<file path="src/rtl/core/nms_pkg.sv">
// nms_pkg: shared widths, types and constants of the 3x3 neighbour mean smoother.
// Used by nms_mean and neighbour_mean_smoother_3x3_unit; no dependencies.
package nms_pkg;

    localparam int SAMPLE_BITS   = 32;
    localparam int SAMPLE_PORT_W = 32;
    localparam int MAX_COLUMNS   = 1024;
    localparam int COL_W         = $clog2(MAX_COLUMNS);
    localparam int ROW_W         = 16;
    localparam int COUNT_COL_W   = 11;
    localparam int MIN_COUNT     = 2;

    localparam logic [ROW_W-1:0]       ROW_COUNT_RST = ROW_W'(2);
    localparam logic [COUNT_COL_W-1:0] COL_COUNT_RST = COUNT_COL_W'(1024);

    // configuration port
    localparam int CFG_IDX_W  = 2;
    localparam int CFG_DATA_W = 16;
    localparam logic [CFG_IDX_W-1:0] CFG_ROW_COUNT    = CFG_IDX_W'(0);
    localparam logic [CFG_IDX_W-1:0] CFG_COLUMN_COUNT = CFG_IDX_W'(1);

    // mean datapath
    localparam int NUM_NB      = 8;
    localparam int HALF_W      = SAMPLE_BITS + 2;
    localparam int SUM_W       = SAMPLE_BITS + 3;
    localparam int MAG_W       = SUM_W;
    localparam int RECIP_W     = MAG_W - 1;
    localparam int LO_W        = (MAG_W + 1) / 2;
    localparam int HI_W        = MAG_W - LO_W;
    localparam int PLO_W       = LO_W + RECIP_W;
    localparam int PHI_W       = HI_W + RECIP_W;
    localparam int ACC_W       = PHI_W + 1;
    localparam int DIVV_W      = 4;
    localparam int MEAN_STAGES = 8;

    // floor(2^MAG_W / d); quotient estimate is low by at most one
    localparam logic [RECIP_W-1:0] RECIP_3 = RECIP_W'((64'd1 << MAG_W) / 64'd3);
    localparam logic [RECIP_W-1:0] RECIP_5 = RECIP_W'((64'd1 << MAG_W) / 64'd5);
    localparam logic [RECIP_W-1:0] RECIP_8 = RECIP_W'((64'd1 << MAG_W) / 64'd8);

    typedef logic signed [SAMPLE_BITS-1:0] t_sample;

    typedef enum logic [1:0] {
        DIV_3,
        DIV_5,
        DIV_8
    } t_div;

    typedef struct packed {
        logic [ROW_W-1:0] row;
        logic [COL_W-1:0] col;
        logic             eor;
        logic             eom;
    } t_meta;

    function automatic logic [RECIP_W-1:0] div_recip(input t_div d);
        logic [RECIP_W-1:0] r;
        unique case (d)
            DIV_3:   r = RECIP_3;
            DIV_5:   r = RECIP_5;
            default: r = RECIP_8;
        endcase
        return r;
    endfunction

    function automatic logic [DIVV_W-1:0] div_value(input t_div d);
        logic [DIVV_W-1:0] v;
        unique case (d)
            DIV_3:   v = DIVV_W'(3);
            DIV_5:   v = DIVV_W'(5);
            default: v = DIVV_W'(8);
        endcase
        return v;
    endfunction

endpackage

</file>
<file path="src/rtl/core/nms_mean.sv">
// nms_mean: eight-stage pipeline that sums up to eight masked neighbours and divides
// by 3, 5 or 8 with truncation toward zero. Depends on nms_pkg.
module nms_mean (
    input  logic             i_clk,
    input  logic             i_rst_n,
    input  logic             i_valid,
    output logic             o_ready,
    input  nms_pkg::t_sample i_nb [0:nms_pkg::NUM_NB-1],
    input  nms_pkg::t_div    i_div,
    input  nms_pkg::t_meta   i_meta,
    output logic             o_valid,
    input  logic             i_stall,
    output nms_pkg::t_sample o_mean,
    output nms_pkg::t_meta   o_meta
);

    localparam int N = nms_pkg::MEAN_STAGES;

    logic [N:1] r_v;
    logic [N:1] ld;

    nms_pkg::t_meta r_meta [1:N];
    nms_pkg::t_div  r_div  [1:6];

    nms_pkg::t_sample                    r_p1_nb [0:nms_pkg::NUM_NB-1];
    logic signed [nms_pkg::HALF_W-1:0]   r_p2_h0;
    logic signed [nms_pkg::HALF_W-1:0]   r_p2_h1;
    logic signed [nms_pkg::SUM_W-1:0]    r_p3_sum;
    logic [nms_pkg::MAG_W-1:0]           r_p4_mag;
    logic                                r_p4_neg;
    logic [nms_pkg::PHI_W-1:0]           r_p5_hi;
    logic [nms_pkg::PLO_W-1:0]           r_p5_lo;
    logic [nms_pkg::MAG_W-1:0]           r_p5_mag;
    logic                                r_p5_neg;
    logic [nms_pkg::MAG_W-1:0]           r_p6_q0;
    logic [nms_pkg::MAG_W-1:0]           r_p6_mag;
    logic                                r_p6_neg;
    logic [nms_pkg::MAG_W-1:0]           r_p7_q;
    logic                                r_p7_neg;
    nms_pkg::t_sample                    r_p8_mean;

    logic [nms_pkg::RECIP_W-1:0] recip;
    logic [nms_pkg::ACC_W-1:0]   acc;
    logic [nms_pkg::MAG_W-1:0]   prod;
    logic [nms_pkg::MAG_W-1:0]   rem;
    logic [nms_pkg::MAG_W-1:0]   mean_full;

    // a stage loads when it is empty or its content moves on
    always_comb begin
        ld[N] = !r_v[N] || !i_stall;
        for (int s = N - 1; s >= 1; s--) begin
            ld[s] = !r_v[s] || ld[s+1];
        end
    end

    assign o_ready = ld[1];
    assign o_valid = r_v[N];
    assign o_mean  = r_p8_mean;
    assign o_meta  = r_meta[N];

    always_ff @(posedge i_clk) begin
        if (!i_rst_n) begin
            r_v <= '0;
        end else begin
            if (ld[1]) begin
                r_v[1] <= i_valid;
            end
            for (int s = 2; s <= N; s++) begin
                if (ld[s]) begin
                    r_v[s] <= r_v[s-1];
                end
            end
        end
    end

    always_ff @(posedge i_clk) begin
        if (ld[1]) begin
            r_meta[1] <= i_meta;
        end
        for (int s = 2; s <= N; s++) begin
            if (ld[s]) begin
                r_meta[s] <= r_meta[s-1];
            end
        end
        if (ld[1]) begin
            r_div[1] <= i_div;
        end
        for (int s = 2; s <= 6; s++) begin
            if (ld[s]) begin
                r_div[s] <= r_div[s-1];
            end
        end
    end

    assign recip = nms_pkg::div_recip(r_div[4]);
    assign acc   = nms_pkg::ACC_W'(r_p5_hi) + nms_pkg::ACC_W'(r_p5_lo >> nms_pkg::LO_W);

    always_comb begin
        unique case (r_div[6])
            nms_pkg::DIV_3: prod = r_p6_q0 + (r_p6_q0 << 1);
            nms_pkg::DIV_5: prod = r_p6_q0 + (r_p6_q0 << 2);
            default:        prod = r_p6_q0 << 3;
        endcase
        rem       = r_p6_mag - prod;
        mean_full = r_p7_neg ? -r_p7_q : r_p7_q;
    end

    always_ff @(posedge i_clk) begin
        if (ld[1]) begin
            r_p1_nb <= i_nb;
        end
        if (ld[2]) begin
            r_p2_h0 <= nms_pkg::HALF_W'(r_p1_nb[0]) + nms_pkg::HALF_W'(r_p1_nb[1])
                     + nms_pkg::HALF_W'(r_p1_nb[2]) + nms_pkg::HALF_W'(r_p1_nb[3]);
            r_p2_h1 <= nms_pkg::HALF_W'(r_p1_nb[4]) + nms_pkg::HALF_W'(r_p1_nb[5])
                     + nms_pkg::HALF_W'(r_p1_nb[6]) + nms_pkg::HALF_W'(r_p1_nb[7]);
        end
        if (ld[3]) begin
            r_p3_sum <= nms_pkg::SUM_W'(r_p2_h0) + nms_pkg::SUM_W'(r_p2_h1);
        end
        if (ld[4]) begin
            r_p4_neg <= r_p3_sum[nms_pkg::SUM_W-1];
            r_p4_mag <= r_p3_sum[nms_pkg::SUM_W-1] ? nms_pkg::MAG_W'(-r_p3_sum)
                                                   : nms_pkg::MAG_W'(r_p3_sum);
        end
        // magnitude times reciprocal, split in two partial products
        if (ld[5]) begin
            r_p5_lo  <= nms_pkg::PLO_W'(r_p4_mag[nms_pkg::LO_W-1:0]) * nms_pkg::PLO_W'(recip);
            r_p5_hi  <= nms_pkg::PHI_W'(r_p4_mag[nms_pkg::MAG_W-1:nms_pkg::LO_W])
                      * nms_pkg::PHI_W'(recip);
            r_p5_mag <= r_p4_mag;
            r_p5_neg <= r_p4_neg;
        end
        if (ld[6]) begin
            r_p6_q0  <= acc[nms_pkg::ACC_W-1:nms_pkg::HI_W];
            r_p6_mag <= r_p5_mag;
            r_p6_neg <= r_p5_neg;
        end
        // estimate may be one short
        if (ld[7]) begin
            r_p7_q   <= r_p6_q0 + nms_pkg::MAG_W'(rem >= nms_pkg::MAG_W'(
                            nms_pkg::div_value(r_div[6])));
            r_p7_neg <= r_p6_neg;
        end
        if (ld[8]) begin
            r_p8_mean <= nms_pkg::t_sample'(mean_full[nms_pkg::SAMPLE_BITS-1:0]);
        end
    end

endmodule

</file>
<file path="config.mk">
export PLATFORM = sky130hd
export DESIGN_NAME = nms_mean
export DESIGN_NICKNAME = d
export VERILOG_FILES = /design/src/rtl/core/nms_pkg.sv /design/src/rtl/core/nms_mean.sv
export SDC_FILE = /design/constraint.sdc
export NUM_CORES = 2
export LEC_CHECK = 0
export BUFFER_PORTS_ARGS = -buffer_cell sky130_fd_sc_hd__buf_2
export CAP_MARGIN = 20
export CORE_MARGIN = 10
export CORE_UTILIZATION = 30
export CTS_CLUSTER_SIZE = 8
export DETAILED_ROUTE_END_ITERATION = 7
export SYNTH_ARGS = -nofsm -noshare
export SYNTH_HDL_FRONTEND = slang
export SYNTH_SLANG_ARGS = --single-unit
</file>
<file path="constraint.sdc">
create_clock -name i_clk -period 15 [get_ports i_clk]
set_input_delay 1.5 -clock i_clk [delete_from_list [all_inputs] [get_ports i_clk]]
set_output_delay 1.5 -clock i_clk [all_outputs]
set_load 0.05 [all_outputs]
</file>
Word level (Yosys, flattened, before mapping)

Memory sizes are Yosys's and may differ from the RTL's.
Index checks and enable logic that the tools add are counted.
W data, S select, Z words.

Output and inout bits: 62
Input bits: 290
Register bits after elaboration: 678
Memories: 2
Logic and storage cells: 94
RAM bits: 236

Memories:

| memory | words | width | read ports | clocked after Yosys merged registers in | wr ports | RTL line       | source |
|---|---|---|---|---|---|---|---|
| r_meta | 8     | 28    | 8          | 0                                       | 8        | nms_mean.sv:22 | `nms_pkg::t_meta r_meta [1:N];` |
| r_div  | 6     | 2     | 6          | 0                                       | 6        | nms_mean.sv:23 | `nms_pkg::t_div r_div [1:6];` |

Add/sub/neg operators: 14
$mul: 2
Order comparisons: 1
Equal/unequal tests: 2
Reduce and logical (&&, ||, !) cells: 19
Muxes and demuxes: 22

Operators with widths:

| cell                 | count |
|---|---|
| $add A35 B35 Y35     | 2 |
| $pmux W35 S2         | 1 |
| $add A33 B32 Y34     | 2 |
| $add A34 B32 Y34     | 2 |
| $pmux W34 S2         | 1 |
| $add A32 B32 Y33     | 2 |
| $add A51 B34 Y52     | 1 |
| $mul A18 B34 Y52     | 1 |
| $mul A17 B34 Y51     | 1 |
| $add A34 B34 Y35     | 1 |
| $ge A35 B4 Y1        | 1 |
| $neg A35 Y35         | 1 |
| $sub A35 B35 Y35     | 1 |
| $mux W34             | 1 |
| $add A32 B1 Y32      | 1 |
| $mux W32             | 1 |
| $neg A32 Y32         | 1 |
| $mux W1              | 16 |
| $logic_not A1 Y1     | 9 |
| $logic_or A1 B1 Y1   | 8 |
| $pmux W4 S2          | 1 |
| $eq A2 B1 Y1 const B | 2 |
| $logic_not A2 Y1     | 2 |
| $mux W4              | 1 |

Longest topological paths before layout

Depth in word-level cells: 11
Mapped depth: 36
Mapped depth without buffers: 36

Worst setup path before layout

No wires, ideal clock.

Path type: input to output
Start: input port i_stall
End: output port o_ready
Data required time: 13500 ps
Path buffers: 0
Arrival time: 8606 ps
Stages on the path: 5
Path slack: 4894 ps
Cell sequence: and3_1 -> and3_1 -> and3_1 -> and2_1 -> nand2_1

Word-level cells in the longest chain between the ends: 9

RTL lines:

| element                         | RTL line       | source |
|---|---|---|
| start, declared                 | nms_mean.sv:12 | `input logic i_stall,` |
| $logic_not A1 Y1                | nms_mean.sv:50 | `ld[N] = !r_v[N] \|\| !i_stall;` |
| $logic_or A1 B1 Y1              | nms_mean.sv:50 |  |
| $logic_or A1 B1 Y1 (7 in a row) | nms_mean.sv:52 | `ld[s] = !r_v[s] \|\| ld[s+1];` |
| end, declared                   | nms_mean.sv:7  | `output logic o_ready,` |

Every way passes these cells.

Worst setup path in the final report

Start: register r_p6_q0[1] (netlist name)
End: register r_p7_q[30] (netlist name) (data pin)

Word-level cells in the longest chain between the ends: 5
Elaborated cells between the ends (all ways): 6
Classes of those cells: 4 x add/sub; 1 x order compare; 1 x mux

RTL lines:

| element                             | RTL line                         | source |
|---|---|---|
| start, declared                     | nms_mean.sv:35                   | `logic [nms_pkg::MAG_W-1:0] r_p6_q0;` |
| start signal, assigned              | nms_mean.sv:135                  | `r_p6_q0 <= acc[nms_pkg::ACC_W-1:nms_pkg::HI_W];` |
| $add A35 B35 Y35 (on tied branches) | nms_mean.sv:101, nms_mean.sv:100 |  |
| $pmux W35 S2                        | nms_mean.sv:99                   | `unique case (r_div[6])` |
| $sub A35 B35 Y35                    | nms_mean.sv:104                  | `rem = r_p6_mag - prod;` |
| $ge A35 B4 Y1                       | nms_mean.sv:141                  | `r_p7_q <= r_p6_q0 + nms_pkg::MAG_W'(rem >= nms_pkg::MAG_W'(` |
| $add A32 B1 Y32 (*)                 | nms_mean.sv:141                  |  |
| end signal, assigned                | nms_mean.sv:141                  |  |
| end, declared                       | nms_mean.sv:38                   | `logic [nms_pkg::MAG_W-1:0] r_p7_q;` |

Mark *: on every way between the ends. The rest lies on a longest branch, timed or not.
A chain may end at the register's enable or synchronous reset.

==> results.ini <==
[die]
start_util_pct=30.2
fp.dieH_um=463
core_sq_um=195000
core.rowCount=162
die-area_sq_um=214000
die_w_um=463
boundaryPins=352

[synthesis]
syn_area_per_cell_sq_um=12.6
synth_flop_cell=edfxtp_1
synthArstFlopShare_pct=0
synth-edff-count=888
yosysUniqueCellTypes=91
yosysSeqAreaShare_pct=45.7
synth_fa_ha_area_share_pct=27.2
syn_nets=5944
synth_mux_area_share_pct=0.309
yosysWarningCount=0
synth-compound-area-share_pct=9.58
ys_ff_latch=896
synth_xor_area_share_pct=5.22
synth-simple-area-share_pct=7.52
syn_inst=4661
synth_top_family_by_area=adder cells
synth_area_sq_um=58800

[place]
routabilityCongestion=0.894
io_buffers=351
pre_cts_ws_ns=6.22
hpwlAfterDp_um=110000
dpl-instance-area_sq_um=63600

[routing]
vias=35800
routed_wl_um=136000
antenna_left=0
drc=0
dr.pass1.iters=6
routedWlPerCell_um=17.6
via_per_inst=4.63
first_iter_violations=2028

[min_path]
hold_path.class=flip-flop to flip-flop
holdPathStages=0
min_to=r_meta[0][125]
worstHoldStart=r_meta[0][97]

[clock_tree]
clk-insertion-delay-late_ns=0.77
cts_resized=0
root_buffer=clkbuf_16
cts_tree=yes
cts.reportedPaths.clkPinSlew_ns=0.07
post-cts-setup-buffers=0
numClockSinks=896
htree_levels=4
cts_inserted_buffers=131
holdBufCountCts=0
cts_max_path_buffers=3

[run]
maxCapViolations=0

[setup_path]
r2r_start=r_p6_q0[1]
max_stage_delay_ns=0.49
cp.arrival_ns=9.11
worstPathRequired_ns=15.49
crit_type=flip-flop to flip-flop
cp.depth=36
r2r_end=r_p7_q[30]
reg2regPathDepth=36
r2r_slack_ns=6.38
crit_path_start_kind=flip-flop
cp_num_buf_inv=1
crit_path_max_fanout=7
slowest_stage=edfxtp_1
critPathCaptureType=flip-flop
cpLargestDelayFamily=compound AO/OA/AOI/OAI gates

[layout]
area.sequential_sq_um=26800
area_growth_pct=14.4
nNetsFinal=6365
fin_area_sq_um=67200
multi_input_area_sq_um=29300
drive_gt1_share_pct=11.1
nFillCells=19000

[sta]
period_share_pct=57.5
fin_skew_ns=0.0382
max-slew-margin-rel_pct=29.1
setup_viol=0
rsz0062_at_grt=no
whs_ns=0.403
clock.fmax_mhz=116
fin_ws_ns=6.38
worstMarginPinSlew_ns=1.04
drv_slew=0
fin_crit_ns=8.62
final-hold-violation-count=0
fin_tns_setup_ns=0

[global_route]
track_usage_pct=12.5
grt_max_degree=174
grt_antenna_before_repair=15
grt_pass1_vias=37800
grt_pass1_wl_um=214000
grt-ovfl-total=0

[run_status]
outcome=finished, final reports clean

-- worst max-delay path by stage --
stage / startpoint / endpoint / slack (ns)
2_1_floorplan: i_stall / o_ready / 4.89
3_3_place_gp: r_p6_q0[1] / r_p7_q[31] / 6.38
3_5_place_dp: r_p6_q0[1] / r_p7_q[30] / 6.22
4_1_cts: r_p6_q0[1] / r_p7_q[30] / 6.18
5_1_grt: r_p6_q0[1] / r_p7_q[30] / 5.49
6_report: r_p6_q0[1] / r_p7_q[30] / 6.38
-- cell usage in the layout (no fill, tap or decap), drive strengths merged, types with 14 or more instances in the layout --
cell type  Yosys  routed
nor2b         76      76
o211ai        31      31
o31ai         28      28
o21a          40      40
o21ai        188     188
inv          602     607
a31oi         21      21
and3          33      33
buf           29     366
nand2        184     184
a211oi        28      28
o41ai         16      16
o21bai        31      31
xor2          94      94
a2111oi       14      14
mux2i         17      17
fa           473     473
clkbuf        50     149
ha           520     520
a211o         14      14
nor2         171     171
nor3          49      49
nand3         70      70
a21oi        249     249
and2          84      84
nand4         37      37
a21o         123     123
nand2b        54      54
or3           31      31
edfxtp       888     888
xnor2        256     256
-- Yosys cell counts (all sizes together), types with 9 or more instances --
cell type / n / area share (%)
edfxtp: 888 / 45
inv: 602 / 3.8
ha: 520 / 11
fa: 473 / 16
xnor2: 256 / 3.8
a21oi: 249 / 2.1
o21ai: 188 / 1.6
nand2: 184 / 1.2
nor2: 171 / 1.1
a21o: 123 / 1.6
xor2: 94 / 1.4
and2: 84 / 0.89
nor2b: 76 / 0.81
nand3: 70 / 0.60
nand2b: 54 / 0.57
clkbuf: 50 / 0.33
nor3: 49 / 0.44
o21a: 40 / 0.51
nand4: 37 / 0.39
and3: 33 / 0.35
o211ai: 31 / 0.40
o21bai: 31 / 0.40
or3: 31 / 0.35
buf: 29 / 0.36
a211oi: 28 / 0.36
o31ai: 28 / 0.37
a31oi: 21 / 0.22
mux2i: 17 / 0.29
o41ai: 16 / 0.29
a2111oi: 14 / 0.23
a211o: 14 / 0.21
and4: 13 / 0.19
nor4: 13 / 0.14
or4: 12 / 0.17
or2: 11 / 0.12
a31o: 9 / 0.13
-- kinds of logic (layout without fill, tap and decap cells) --
family,count (synthesis),count (layout)
buffers and inverters,682,1133
AOI/OAI and AO/OA,870,870
other,1,3
muxes,18,18
xor gates and xnor gates,350,350
DFF,896,896
adders and majority gates,993,993
and+or+nand+nor,851,851
-- metrics by stage --
stage | utilization, % | instances
2_1_floorplan | - | 4661
3_3_place_gp | 32.6 | 7572
3_5_place_dp | 32.6 | 7572
4_1_cts | 34.5 | 7735
5_1_grt | 34.5 | 7737
6_report | 34.5 | 7738
-- sequential cells by signal, summed over array words and instances (netlist names), 34 cells and up --
| register | flops |
|---|---|
| r_p4_mag | 35 |
| r_meta | 224 |
| r_p5_mag | 35 |
| r_p6_mag | 35 |
| r_p1_nb | 256 |
| r_p3_sum | 35 |
| r_p6_q0 | 35 |
| r_p2_h0 | 34 |
| r_p5_lo | 34 |
| r_p2_h1 | 34 |
| r_p5_hi | 51 |
-- cell type report --
cell class | count | share of cell area, %
clock inverters | 14 | 0.363
flip-flops and latches | 896 | 39.9
clock buffers | 149 | 5.10
multi-input cells | 3083 | 43.6
inverters | 603 | 3.38
well taps | 2624 | 4.88
repair buffers | 367 | 2.82
diodes | 2 | 0.00744
-- worst reg2reg max path, delay by kind of cell, from the launching register on --
kind / cells / cell delay [ns]
and+or+nand+nor: 14 / 2.61
adders and majority gates: 5 / 1.52
muxes: 1 / 0.29
AOI/OAI and AO/OA: 12 / 2.86
buffers and inverters: 1 / 0.07
DFF: 1 / 0.49
xor gates and xnor gates: 3 / 0.50
-- layer usage --
metal | wire length, um | vias to the layer above | track usage (%)
met5 | 49 | - | 0
li1 | - | 17300 | -
met1 | 64800 | 17400 | 17.5
met2 | 61100 | 928 | 19.6
met3 | 7830 | 153 | 2.70
met4 | 2620 | 8 | 3.52
Power is left out: the tool's default activity adds up to more than one toggle a clock period on the data nets, which glitch-free logic cannot reach.
